$ cat config.mk
export PLATFORM = sky130hd
export DESIGN_NAME = button_debounce_command_mapper_unit
export DESIGN_NICKNAME = d
export VERILOG_FILES = /design/src/design/bdcm_pkg.sv /design/src/design/button_debounce_command_mapper_unit.sv /design/src/design/bdcm_lane.sv /design/src/design/bdcm_merge.sv
export SDC_FILE = /design/constraint.sdc
export NUM_CORES = 1
export LEC_CHECK = 0
export BUFFER_PORTS_ARGS = -buffer_cell sky130_fd_sc_hd__buf_2
export CAP_MARGIN = 20
export CORE_UTILIZATION = 62
export CTS_CLUSTER_SIZE = 16
export DETAILED_ROUTE_END_ITERATION = 7
export PLACE_DENSITY = 0.79
export SYNTH_ARGS = -nofsm -noshare
export SYNTH_HDL_FRONTEND = slang
export SYNTH_SLANG_ARGS = --single-unit
$ cat constraint.sdc
create_clock -name clk -period 6.8 [get_ports clk]
set_clock_uncertainty 0.1 [all_clocks]
set_input_delay 0.68 -clock clk [delete_from_list [all_inputs] [get_ports clk]]
set_output_delay 0.68 -clock clk [all_outputs]
set_load 0.005 [all_outputs]
$ cat src/design/bdcm_pkg.sv
// Shared types and constants of the button debounce command mapper.
package bdcm_pkg;

    localparam int unsigned NUM_BUTTONS = 4;
    localparam int unsigned TIME_W      = 32;
    localparam int unsigned CFG_W       = 16;
    localparam int unsigned CMD_W       = 3;
    localparam int unsigned MODE_W      = 2;
    localparam int unsigned QUEUE_DEPTH = 2;

    localparam int unsigned KEY_VOL_DN = 0;
    localparam int unsigned KEY_PAUSE  = 1;
    localparam int unsigned KEY_PLAY   = 2;
    localparam int unsigned KEY_VOL_UP = 3;

    localparam logic [CMD_W-1:0] OP_VOL_DN = 3'd0;
    localparam logic [CMD_W-1:0] OP_STOP   = 3'd1;
    localparam logic [CMD_W-1:0] OP_PAUSE  = 3'd2;
    localparam logic [CMD_W-1:0] OP_RESUME = 3'd3;
    localparam logic [CMD_W-1:0] OP_NEXT   = 3'd4;
    localparam logic [CMD_W-1:0] OP_PLAY   = 3'd5;
    localparam logic [CMD_W-1:0] OP_VOL_UP = 3'd6;

    localparam logic [MODE_W-1:0] MODE_PLAYING = 2'd1;
    localparam logic [MODE_W-1:0] MODE_PAUSED  = 2'd2;

    localparam logic       CFG_IDX_DEBOUNCE     = 1'b0;
    localparam logic       CFG_IDX_DOUBLE_CLICK = 1'b1;
    localparam logic [CFG_W-1:0] DEBOUNCE_RESET     = 16'd50;
    localparam logic [CFG_W-1:0] DOUBLE_CLICK_RESET = 16'd500;

    typedef struct packed {
        logic              press;
        logic [TIME_W-1:0] delta;
    } lane_status_t;

    typedef struct packed {
        logic [NUM_BUTTONS-1:0] mask;
        logic [CMD_W-1:0]       pause_cmd;
        logic [CMD_W-1:0]       play_cmd;
    } tick_entry_t;

endpackage

$ cat src/design/button_debounce_command_mapper_unit.sv
// Top level of the button debounce command mapper: config registers, lanes, merge.
// Latency: a tick transferred at edge N with no earlier command waiting shows its first
// command in the cycle after edge N.
// Throughput: one tick per cycle while m_tready is high, when it yields one command or none;
// otherwise one command per cycle on the output while m_tready is high, a tick's commands in turn.
// Reset (rst_n low, asynchronous): flags and press times clear, config returns to 50/500.
module button_debounce_command_mapper_unit
(
    input  logic        clk,
    input  logic        rst_n,
    input  logic        s_tvalid,
    output logic        s_tready,
    input  logic [39:0] s_tdata,   // level_vol_down, level_pause, level_play, level_vol_up,
                                   // now_ms[31:0], player_mode[1:0], zero pad
    output logic        m_tvalid,
    input  logic        m_tready,
    output logic [7:0]  m_tdata,   // command[2:0], zero pad
    output logic        m_tlast,
    input  logic        cfg_we,
    input  logic        cfg_index,
    input  logic [15:0] cfg_data
);

    logic [bdcm_pkg::CFG_W-1:0]  debounce_reg;
    logic [bdcm_pkg::CFG_W-1:0]  double_click_reg;
    logic                        tick;
    logic [bdcm_pkg::TIME_W-1:0] now_ms;
    logic [bdcm_pkg::MODE_W-1:0] player_mode;
    logic [bdcm_pkg::CMD_W-1:0]  cmd;
    bdcm_pkg::lane_status_t [bdcm_pkg::NUM_BUTTONS-1:0] lanes;

    assign tick        = s_tvalid && s_tready;
    assign now_ms      = s_tdata[35:4];
    assign player_mode = s_tdata[37:36];

    always_ff @(posedge clk or negedge rst_n)
    begin
        if (!rst_n)
        begin
            debounce_reg     <= bdcm_pkg::DEBOUNCE_RESET;
            double_click_reg <= bdcm_pkg::DOUBLE_CLICK_RESET;
        end
        else if (cfg_we)
        begin
            case (cfg_index)
                bdcm_pkg::CFG_IDX_DEBOUNCE:     debounce_reg     <= cfg_data;
                bdcm_pkg::CFG_IDX_DOUBLE_CLICK: double_click_reg <= cfg_data;
                default:                        debounce_reg     <= debounce_reg;
            endcase
        end
    end

    for (genvar i = 0; i < bdcm_pkg::NUM_BUTTONS; i++)
    begin : g_lane
        bdcm_lane u_lane
        (
            .clk         (clk),
            .rst_n       (rst_n),
            .tick        (tick),
            .level       (s_tdata[i]),
            .now_ms      (now_ms),
            .debounce_ms (debounce_reg),
            .status      (lanes[i])
        );
    end

    bdcm_merge u_merge
    (
        .clk             (clk),
        .rst_n           (rst_n),
        .tick            (tick),
        .lanes           (lanes),
        .player_mode     (player_mode),
        .double_click_ms (double_click_reg),
        .room            (s_tready),
        .out_valid       (m_tvalid),
        .out_ready       (m_tready),
        .out_cmd         (cmd),
        .out_last        (m_tlast)
    );

    assign m_tdata = {5'b00000, cmd};

endmodule

$ cat src/design/bdcm_lane.sv
// Debounce lane for one button: latched flag, last press time and press test.
module bdcm_lane
(
    input  logic                                clk,
    input  logic                                rst_n,
    input  logic                                tick,
    input  logic                                level,
    input  logic [bdcm_pkg::TIME_W-1:0]         now_ms,
    input  logic [bdcm_pkg::CFG_W-1:0]          debounce_ms,
    output bdcm_pkg::lane_status_t              status
);

    logic                        flag_reg;
    logic                        flag_next;
    logic [bdcm_pkg::TIME_W-1:0] time_reg;
    logic [bdcm_pkg::TIME_W-1:0] time_next;
    logic [bdcm_pkg::TIME_W-1:0] delta;
    logic                        press;

    assign delta = now_ms - time_reg;
    assign press = level && !flag_reg
                   && (delta > {{(bdcm_pkg::TIME_W-bdcm_pkg::CFG_W){1'b0}}, debounce_ms});

    always_comb
    begin
        flag_next = flag_reg;
        time_next = time_reg;
        if (tick)
        begin
            if (!level)
            begin
                flag_next = 1'b0;
            end
            else if (press)
            begin
                flag_next = 1'b1;
                time_next = now_ms;
            end
        end
    end

    always_ff @(posedge clk or negedge rst_n)
    begin
        if (!rst_n)
        begin
            flag_reg <= 1'b0;
            time_reg <= '0;
        end
        else
        begin
            flag_reg <= flag_next;
            time_reg <= time_next;
        end
    end

    assign status.press = press;
    assign status.delta = delta;

endmodule

$ cat src/design/bdcm_merge.sv
// Merge of lane presses into commands, tick queue and serial command output.
module bdcm_merge
(
    input  logic                                          clk,
    input  logic                                          rst_n,
    input  logic                                          tick,
    input  bdcm_pkg::lane_status_t [bdcm_pkg::NUM_BUTTONS-1:0] lanes,
    input  logic [bdcm_pkg::MODE_W-1:0]                   player_mode,
    input  logic [bdcm_pkg::CFG_W-1:0]                    double_click_ms,
    output logic                                          room,
    output logic                                          out_valid,
    input  logic                                          out_ready,
    output logic [bdcm_pkg::CMD_W-1:0]                    out_cmd,
    output logic                                          out_last
);

    localparam int unsigned PTR_W = (bdcm_pkg::QUEUE_DEPTH > 1)
                                    ? $clog2(bdcm_pkg::QUEUE_DEPTH) : 1;
    localparam int unsigned CNT_W = $clog2(bdcm_pkg::QUEUE_DEPTH + 1);
    localparam logic [CNT_W-1:0] DEPTH_C = CNT_W'(bdcm_pkg::QUEUE_DEPTH);
    localparam logic [PTR_W-1:0] LAST_PTR = PTR_W'(bdcm_pkg::QUEUE_DEPTH - 1);

    bdcm_pkg::tick_entry_t  entry_reg [bdcm_pkg::QUEUE_DEPTH];
    bdcm_pkg::tick_entry_t  new_entry;
    bdcm_pkg::tick_entry_t  head;
    logic [PTR_W-1:0]       wr_ptr_reg;
    logic [PTR_W-1:0]       rd_ptr_reg;
    logic [CNT_W-1:0]       count_reg;
    logic [CNT_W-1:0]       count_next;
    logic                   pause_ok;
    logic                   push;
    logic                   out_fire;
    logic                   pop;
    logic [bdcm_pkg::NUM_BUTTONS-1:0] sel;
    logic [bdcm_pkg::NUM_BUTTONS-1:0] rest;

    always_comb
    begin
        new_entry.pause_cmd = bdcm_pkg::OP_STOP;
        pause_ok            = 1'b1;
        if (lanes[bdcm_pkg::KEY_PAUSE].delta
            < {{(bdcm_pkg::TIME_W-bdcm_pkg::CFG_W){1'b0}}, double_click_ms})
        begin
            new_entry.pause_cmd = bdcm_pkg::OP_STOP;
        end
        else if (player_mode == bdcm_pkg::MODE_PLAYING)
        begin
            new_entry.pause_cmd = bdcm_pkg::OP_PAUSE;
        end
        else if (player_mode == bdcm_pkg::MODE_PAUSED)
        begin
            new_entry.pause_cmd = bdcm_pkg::OP_RESUME;
        end
        else
        begin
            pause_ok = 1'b0;
        end
        new_entry.play_cmd = (player_mode == bdcm_pkg::MODE_PLAYING)
                             ? bdcm_pkg::OP_NEXT : bdcm_pkg::OP_PLAY;
        new_entry.mask[bdcm_pkg::KEY_VOL_DN] = lanes[bdcm_pkg::KEY_VOL_DN].press;
        new_entry.mask[bdcm_pkg::KEY_PAUSE]  = lanes[bdcm_pkg::KEY_PAUSE].press && pause_ok;
        new_entry.mask[bdcm_pkg::KEY_PLAY]   = lanes[bdcm_pkg::KEY_PLAY].press;
        new_entry.mask[bdcm_pkg::KEY_VOL_UP] = lanes[bdcm_pkg::KEY_VOL_UP].press;
    end

    assign head      = entry_reg[rd_ptr_reg];
    assign room      = (count_reg != DEPTH_C);
    assign out_valid = (count_reg != '0);
    assign push      = tick && (new_entry.mask != '0);
    assign out_fire  = out_valid && out_ready;
    assign sel       = head.mask & (~head.mask + 1'b1);
    assign rest      = head.mask & ~sel;
    assign out_last  = (rest == '0);
    assign pop       = out_fire && out_last;

    always_comb
    begin
        case (sel)
            4'b0001: out_cmd = bdcm_pkg::OP_VOL_DN;
            4'b0010: out_cmd = head.pause_cmd;
            4'b0100: out_cmd = head.play_cmd;
            default: out_cmd = bdcm_pkg::OP_VOL_UP;
        endcase
    end

    always_comb
    begin
        count_next = count_reg;
        if (push && !pop)
        begin
            count_next = count_reg + 1'b1;
        end
        else if (pop && !push)
        begin
            count_next = count_reg - 1'b1;
        end
    end

    always_ff @(posedge clk or negedge rst_n)
    begin
        if (!rst_n)
        begin
            wr_ptr_reg <= '0;
            rd_ptr_reg <= '0;
            count_reg  <= '0;
        end
        else
        begin
            count_reg <= count_next;
            if (push)
            begin
                wr_ptr_reg <= (wr_ptr_reg == LAST_PTR) ? '0 : wr_ptr_reg + 1'b1;
            end
            if (pop)
            begin
                rd_ptr_reg <= (rd_ptr_reg == LAST_PTR) ? '0 : rd_ptr_reg + 1'b1;
            end
        end
    end

    always_ff @(posedge clk)
    begin
        if (out_fire)
        begin
            entry_reg[rd_ptr_reg].mask <= rest;
        end
        if (push)
        begin
            entry_reg[wr_ptr_reg] <= new_entry;
        end
    end

`ifndef SYNTHESIS
    a_count_bound: assert property (@(posedge clk) disable iff (!rst_n)
        count_reg <= DEPTH_C)
        else $error("tick queue count beyond depth");

    a_head_has_cmd: assert property (@(posedge clk) disable iff (!rst_n)
        count_reg != '0 |-> head.mask != '0)
        else $error("queued tick holds no command");

    a_run_continues: assert property (@(posedge clk) disable iff (!rst_n)
        out_fire && !out_last |=> out_valid)
        else $error("command run broken before last");

    a_pop_count: assert property (@(posedge clk) disable iff (!rst_n)
        pop && !push |=> count_reg == $past(count_reg) - 1'b1)
        else $error("queue count not decremented on pop");
`endif

endmodule
==> run summary, run 1 <==
The run finished with clean final reports. The area growth from synthesis to final layout is 6.39%, and the first-pass GRT wire length is 79,100 µm. The register with the most flip-flops in the layout has 128 of them. After technology mapping, the gate count stands at 2,064. The floorplan step set the die width to 168 µm.

In the synthesized netlist the async set-or-reset flop fraction comes to 92.3%. The clock transition time at the flip-flop clock pins of the worst setup and hold paths was 80 ps; the total overflow reported by the global router was 0. At the worst endpoint, the arrival time is 6160 ps.

By count the netlist is led by sky130_fd_sc_hd__ha_1, sky130_fd_sc_hd__o21ai_0, sky130_fd_sc_hd__inv_1, sky130_fd_sc_hd__nand2_1, sky130_fd_sc_hd__a21oi_1. For this run, the leading register cell type out of synthesis is sky130_fd_sc_hd__dfrtp_1. Setup repair after global routing left no endpoint under its margin. For the pin with the worst max-slew slack, the measured transition is 1010 ps. The number of different library cells used by synthesis comes to 98.

Once the clock tree was built, the resizer swapped 0 gates to a different size. For the leakage dissipation, the log shows 0.00830 µW. The number of setup buffers added after CTS came out at 0.

The number of fill cells was 2,310; the routability congestion estimate from global placement was 0.955. Detailed placement ended at an HPWL of 39,000 µm. The worst path needs 6090 ps of the cycle, external delays included. Entering global routing, the biggest net connects 95 pins. The sequential area share after synthesis came out at 27.1%. Post-route antenna net violation count: 0.

The largest fanout on the critical path works out to 17. After the first detailed-routing iteration, the DRC count stood at 1,547. Of all cell types, the one taking the most synthesized area is sky130_fd_sc_hd__dfrtp_1. The mean post-synth cell area was 8.30 µm².

The sink count of the clock tree is 182, and the global-route total usage across every layer is 35.6%. The H-tree was split into 4 levels. For the CTS buffer count, the log shows 17. The power per standard cell area works out to 533 mW/mm². The run gives 460 ps as the insertion delay of the later-clocked pin in the worst-skew pair. Number of buffers on the longest clock path: 2.

The floorplan step set the die height to 168 µm. Cells fill 67.4% of the core in the end. At the worst endpoint, the required time is 6860 ps. The logs give 0 for the number of antenna violations at the first check in global routing and 73 for the number of top-level pins. The number of flip-flops and latches in the synthesized netlist is 182, and the number of cells after detailed placement is 2,399. The launching element type of the critical path was an input pin.

The final wirelength came out at 49,500 µm. Among all cell types in the netlist, the one instantiated most often is sky130_fd_sc_hd__ha_1. Timing would allow up to 0.164 GHz. The final hold violation count is 0.

The logs give 0 for the number of warnings printed during yosys synthesis and 0 for the post-cts hold buffer count. The tools report the aggregate negative setup slack as 0 ps. TritonCTS built the clock tree. The category of the most critical setup path is input pin to register. In the final design database the tool counted 2,349 nets. In the finished design, the share of the clock period the worst path needs comes to 89.6%.

The number of enable flip-flop cells after synthesis was 14. Wire length per cell after detailed routing: 20.3 µm. The first detailed-routing pass ran for 6 iterations.

Of the cells placed in the final design, the portion with a size suffix greater than 1 is 10.7%. The tools report the number of inserted diodes as 0. For the maximum resistive drop on vdd, the log shows 0.000256 V. The tools report the count of pins over their slew limit as 0. The finished layout holds 2,432 standard cells, fillers aside.

The worst setup path is captured at a register. The routed via count divided by cell count is 6.53. Placeable core area: 0.0270 mm².

The total number of placement rows is 60. The logs give 0 for the number of max-cap violations and 15,900 for the total via count in the routed design. In this run the biggest area consumer among cell types represents 23.2% of the synthesized area. Setup violations remaining at the end of the flow were counted as 0. Measured in cells, the most critical reg-to-reg path has a length of 20. The total DRC errors in the routed layout was 0.

Measured against its own limit, the worst slew margin works out to 32.3%. In the post-synthesis netlist, the biggest area contributors are sky130_fd_sc_hd__dfrtp_1, sky130_fd_sc_hd__ha_1, sky130_fd_sc_hd__o21ai_0. The path class of the tightest hold or removal check is input pin to asynchronous set/reset pin. The cell at the root of the clock tree is sky130_fd_sc_hd__clkbuf_16.

The count of buffers added on input and output ports is 65. The initial utilization of the core area, before any placement, comes to 63.4%. The area of the die is 0.0283 mm².

For the number of global-route vias before repair, the log shows 15,400. The post-synthesis cell area was 0.0171 mm².
## layout by cell type (no fill, tap or decap), drive strengths merged, types with 17 or more instances in the layout
cell type and count:
a211oi 21, a21o 47, a21oi 166, buf 82
clkbuf 18, dfrtp 159, ha 205, inv 199
mux2 59, nand2 184, nand2b 17, nand3 100
nand4 48, nor2 101, nor3 40, o211ai 18
o21a 37, o21ai 207, xnor2 48, xor2 42
## area by class of cell
class | instances | area [µm²] | area share, %
Tap cell | 341 | 427 | 2.34
Timing Repair Buffer | 82 | 467 | 2.56
Clock inverter | 14 | 134 | 0.735
Sequential cell | 182 | 4640 | 25.4
Multi-Input combinational cell | 1605 | 11400 | 62.6
Inverter | 190 | 713 | 3.92
Clock buffer | 18 | 429 | 2.36
## critical path: stages
cell and delay [ps]:
sky130_fd_sc_hd__buf_2 120, sky130_fd_sc_hd__inv_1 170, sky130_fd_sc_hd__ha_1 240, sky130_fd_sc_hd__inv_1 70, sky130_fd_sc_hd__fa_1 410, sky130_fd_sc_hd__a21oi_1 200, sky130_fd_sc_hd__o21ai_1 100, sky130_fd_sc_hd__a21o_1 220
sky130_fd_sc_hd__a211oi_1 470, sky130_fd_sc_hd__xnor2_1 140, sky130_fd_sc_hd__ha_1 310, sky130_fd_sc_hd__nand4_1 140, sky130_fd_sc_hd__or3_1 390, sky130_fd_sc_hd__o31ai_1 110, sky130_fd_sc_hd__nand4b_1 170, sky130_fd_sc_hd__a311oi_1 260
sky130_fd_sc_hd__nand4b_1 170, sky130_fd_sc_hd__nor4_1 620, sky130_fd_sc_hd__a31oi_4 260, sky130_fd_sc_hd__buf_4 270, sky130_fd_sc_hd__o41ai_2 360, sky130_fd_sc_hd__o21ai_1 260
## metrics by stage
step | setup slack, ps | cell area, µm² | hold WS [ps] | total power (µW)
floorplan | 1280 | 17100 | 284 | 6890
global placement | 358 | 17600 | 372 | 8330
detailed placement | 337 | 17600 | 392 | 8560
CTS | 784 | 18200 | 238 | 9610
global route | 369 | 18200 | 244 | 10500
finish | 706 | 18200 | 154 | 9710
## worst paths after layout
path,startpoint,end,slack [ps]
min in group clk,cfg_data[3],debounce_reg[3],340
worst min-delay path,rst_n,g_lane[3].u_lane.time_reg[5],150
max in group asynchronous,rst_n,g_lane[2].u_lane.time_reg[25],4850
worst max register to register,g_lane[3].u_lane.time_reg[0],u_merge.entry_reg[0][5],880
worst min register to register,u_merge.count_reg[1],u_merge.count_reg[1],410
worst max-delay path,s_tdata[4],u_merge.entry_reg[0][5],710
## per-layer routing
layer / vias up / wire length [µm] / global-route usage, %
met5: - / 0 / 0
met4: 0 / 1590 / 13.2
met3: 106 / 2990 / 5.45
met2: 566 / 24100 / 62.6
met1: 7681 / 20700 / 44.2
li1: 7518 / - / -
## logic make-up (layout without fill, tap and decap cells)
group / count (synthesis) / after routing / share of synthesized area (%)
mux: 71 / 71 / 5.17
other cells: 1 / 5 / 0.0219
flops: 182 / 182 / 27.1
buf+inv: 281 / 304 / 6.61
simple gates: 581 / 581 / 16.6
xor+xnor: 90 / 90 / 4.60
fa+ha+maj: 209 / 209 / 15.4
compound gates: 649 / 649 / 24.5
## where the power goes
group	internal (µW)	switching [µW]
sequential	1570	188
combinational	2790	4160
clock	488	512
total	4850	4860
Note: power is estimated with default switching activity, not from simulation.
==> inputs of run 2 (changes only) <==
--- a/config.mk
+++ b/config.mk
@@ -10,7 +10,9 @@
 export CORE_UTILIZATION = 62
 export CTS_CLUSTER_SIZE = 16
 export DETAILED_ROUTE_END_ITERATION = 7
+export HOLD_SLACK_MARGIN = 0.15
 export PLACE_DENSITY = 0.79
 export SYNTH_ARGS = -nofsm -noshare
 export SYNTH_HDL_FRONTEND = slang
+export SYNTH_HIERARCHICAL = 1
 export SYNTH_SLANG_ARGS = --single-unit
==> run 2 against run 1 <==
Largest power group unchanged. Global-route usage shrank 3.5 points. Setup slack worse by 180 ps. Final area increased by 8.6%. Combinational power up 3.4%.
==> run summary, run 2 <==
For the total DRC errors in the routed layout, the log shows 0 (unchanged). The tools report the terminus of the critical flop-to-flop path as u_merge/count_reg[1] (was u_merge.entry_reg[0][5]). The mean post-synth cell area was 9.01 µm² (was 8.30 µm²); the final hold slack was 375 ps (was 154 ps). The area growth from synthesis to final layout is 6.12% (was 6.39%), and the clock share of power is 10.2% (was 10.3%). The total via count in the routed design was 15,700 (was 15,900); the number of global-route vias before repair was 15,400 (about the same).

The number of setup violations in the final report came out at 0 (unchanged). The routability congestion estimate from global placement was 0.937 (was 0.955). Number of buffers on the longest clock path: 2 (unchanged). The tools report the nature of the critical path endpoint as a register (unchanged). For the final wirelength, the log shows 48,500 µm (was 49,500 µm). Slack of the worst reg-to-reg path: 560 ps (was 880 ps). The cell area after placement was 0.0192 mm² (was 0.0176 mm²).

The logs give 0 (unchanged) for the number of max-cap violations and 182 (unchanged) for the sink count of the clock tree. The detailed placement HPWL is 38,600 µm (was 39,000 µm). Total overflow reported by the global router: 0 (unchanged). TritonCTS built the clock tree. The flip-flop count of the largest register after layout works out to 128 (unchanged). The die outline width was 175 µm (was 168 µm). The run gives 0.159 GHz (was 0.164 GHz) as the maximum clock frequency. Launch instance of the worst register-to-register path: g_lane[3].u_lane/time_reg[0] (was g_lane[3].u_lane.time_reg[0]). The power per standard cell area is 512 mW/mm² (was 533 mW/mm²).

The sequential cell area was 0.00464 mm² (unchanged); the switching power summed over all nets was 4820 µW (was 4860 µW). Non-filler instance count after layout: 2,511 (was 2,432). The worst hold path terminates at debounce_reg[2]. The quantity of I/O buffers inserted on ports was 65 (unchanged). Final net count: 2,379 (was 2,349).

Routed via count divided by cell count: 6.26 (was 6.53). The wire length per cell after detailed routing came out at 19.3 µm (was 20.3 µm). Slowest library cell on the worst path: sky130_fd_sc_hd__or3_1 (was sky130_fd_sc_hd__nor4_1). The area of the die came out at 0.0308 mm² (was 0.0283 mm²). Number of cells after detailed placement: 2,478 (was 2,399). The number of inserted diodes is 0 (unchanged), and the worst hold path cell count is 2. The die height was 175 µm (was 168 µm). The cell count after synthesis was 2,069 (was 2,064). The number of setup buffers added after CTS came out at 0 (unchanged). The post-route antenna net violation count came out at 0 (unchanged). For the endpoint arrival time on the critical path, the log shows 6550 ps (was 6160 ps). The tools report the cell at the root of the clock tree as sky130_fd_sc_hd__clkbuf_16 (unchanged). Post-layout minimum cycle time: 6270 ps (was 6090 ps). Library cell appearing most often on the critical path: sky130_fd_sc_hd__ha_1. Initial core utilization: 62.9% (was 63.4%).

The clock transition time at the flip-flop clock pins of the worst setup and hold paths works out to 70 ps (was 80 ps). First-pass detailed-route iteration total: 5 (was 6). The slew of the pin with the lowest slew margin is 1160 ps (was 1010 ps). Critical hold path startpoint: cfg_data[2]. The run gives 4 (unchanged) as the number of levels in the clock H-tree. The logs give 0 (unchanged) for the count of pins over their slew limit and 17 (unchanged) for the CTS buffer count.

Leading cell types in the layout, fill and taps excluded: sky130_fd_sc_hd__inv_1, sky130_fd_sc_hd__ha_1, sky130_fd_sc_hd__dfrtp_1 (was sky130_fd_sc_hd__ha_1, sky130_fd_sc_hd__o21ai_0, sky130_fd_sc_hd__inv_1). The required time of the worst setup path is 7070 ps (was 6860 ps), and the largest fanout on the critical path is 4 (was 17). The leakage dissipation was 0.00954 µW (was 0.00830 µW). The count of cells along the worst register-to-register path was 28 (was 20).

The internal cell power is 5310 µW (was 4850 µW), and the maximum resistive drop on vdd is 0.000282 V (was 0.000256 V). The maximum number of pins on one net before global-route repair was 74 (was 95). The category of the most critical setup path is input pin to register (unchanged).

The multi-input gate area in the final layout is 0.0126 mm² (was 0.0114 mm²). Class of the tightest hold or removal check: input pin to register (was input pin to asynchronous set/reset pin). The largest stage delay on the critical path is 420 ps (was 620 ps).

The run gives 0.0296 mm² (was 0.0270 mm²) as the placeable core area. The sequential group share of total power was 18.8% (was 18.1%). The run finished with clean final reports. Setup repair after global routing left no endpoint under its margin. The fraction of final layout cells with drive strength greater than 1 was 17.3% (was 10.7%); the worst slew margin relative to its limit was 21.6% (was 32.3%). For the combinational share of power, the log shows 71.0% (was 71.6%). For the total number of placement rows, the log shows 63 (was 60).

The switching part of the total works out to 47.6% (was 50.0%). The insertion delay of the later-clocked pin in the worst-skew pair was 450 ps (was 460 ps). The run gives 6 (was 0) as the number of warnings printed during yosys synthesis.

The final hold violation count is 0 (unchanged), and the global-route total usage across every layer is 32.1% (was 35.6%). The launching element type of the critical path is an input pin (unchanged). The number of fill cells is 2,449 (was 2,310), and the finished layout cell area is 0.0198 mm² (was 0.0182 mm²).

The most common library cell in the layout ignoring fill and taps was sky130_fd_sc_hd__inv_1 (was sky130_fd_sc_hd__ha_1). The first-pass GRT wire length is 78,100 µm (was 79,100 µm), and the number of top-level pins is 73 (unchanged). The period utilization was 92.2% (was 89.6%); the violation count after the first detailed-routing iteration was 905 (was 1,547). The number of antenna violations at the first check in global routing is 0 (unchanged). The tools report the post-synthesis cell area as 0.0187 mm² (was 0.0171 mm²).
-- run 2: power by group through the flow --
stage / sequential [µW] / combinational, µW / clock (µW)
floorplan: 1790 / 5630 / 0
global placement: 1880 / 6860 / 0
detailed placement: 1910 / 7040 / 0
CTS: 1900 / 7100 / 1050
global route: 1960 / 7940 / 1080
finish: 1900 / 7200 / 1030
-- run 2: worst max path at each step --
| stage | start | endpoint | slack, ps |
|---|---|---|---|
| detailed placement | s_tdata[4] | u_merge/count_reg[1] | -160 |
| finish | s_tdata[4] | u_merge/count_reg[1] | 530 |
| global placement | s_tdata[4] | u_merge/count_reg[1] | 20 |
| floorplan | s_tdata[4] | u_merge/count_reg[1] | 540 |
| CTS | s_tdata[4] | u_merge/count_reg[1] | 260 |
| global route | s_tdata[4] | u_merge/count_reg[1] | 70 |
-- run 2: metal layers --
metal | vias up | share of wire [%] | GRT usage (%)
met5 | - | 0 | 0
met4 | 0 | 3.4 | 12.4
met3 | 104 | 4.4 | 3.74
met2 | 435 | 48 | 55.4
met1 | 7600 | 45 | 41.1
li1 | 7580 | - | -
-- run 2: final cells by class --
class                   instances  area share (%)
repair buffers                 89            2.66
multi-input cells            1571            63.8
clock buffers                  21            2.38
flip-flops and latches        182            23.4
clock inverters                11           0.626
well taps                     390            2.47
inverters                     247            4.68
-- run 2: per-stage QoR --
stage	TNS (ps)	power, µW	utilization (%)	worst slack [ps]
2_1_floorplan	0	7420	-	544
3_3_place_gp	0	8740	64.7	16.8
3_5_place_dp	-920	8950	64.7	-156
4_1_cts	0	10000	66.7	263
5_1_grt	0	11000	66.8	66.9
6_report	0	10100	66.8	527
-- run 2: timing repair --
action | CTS | global route
endpoints found under the hold margin | 33 | 0
gates resized for setup | 0 | 3
setup endpoints to repair | 0 | 16
hold buffers | 1 | 0
-- run 2: worst max-delay path, delay by kind of cell --
| kind | cells | cell delay (ps) |
|---|---|---|
| adder cells (fa/ha/maj) | 4 | 1110 |
| buffers and inverters | 3 | 230 |
| AO/OA/AOI/OAI | 12 | 2620 |
| XOR/XNOR | 3 | 450 |
| AND/OR/NAND/NOR | 8 | 1410 |
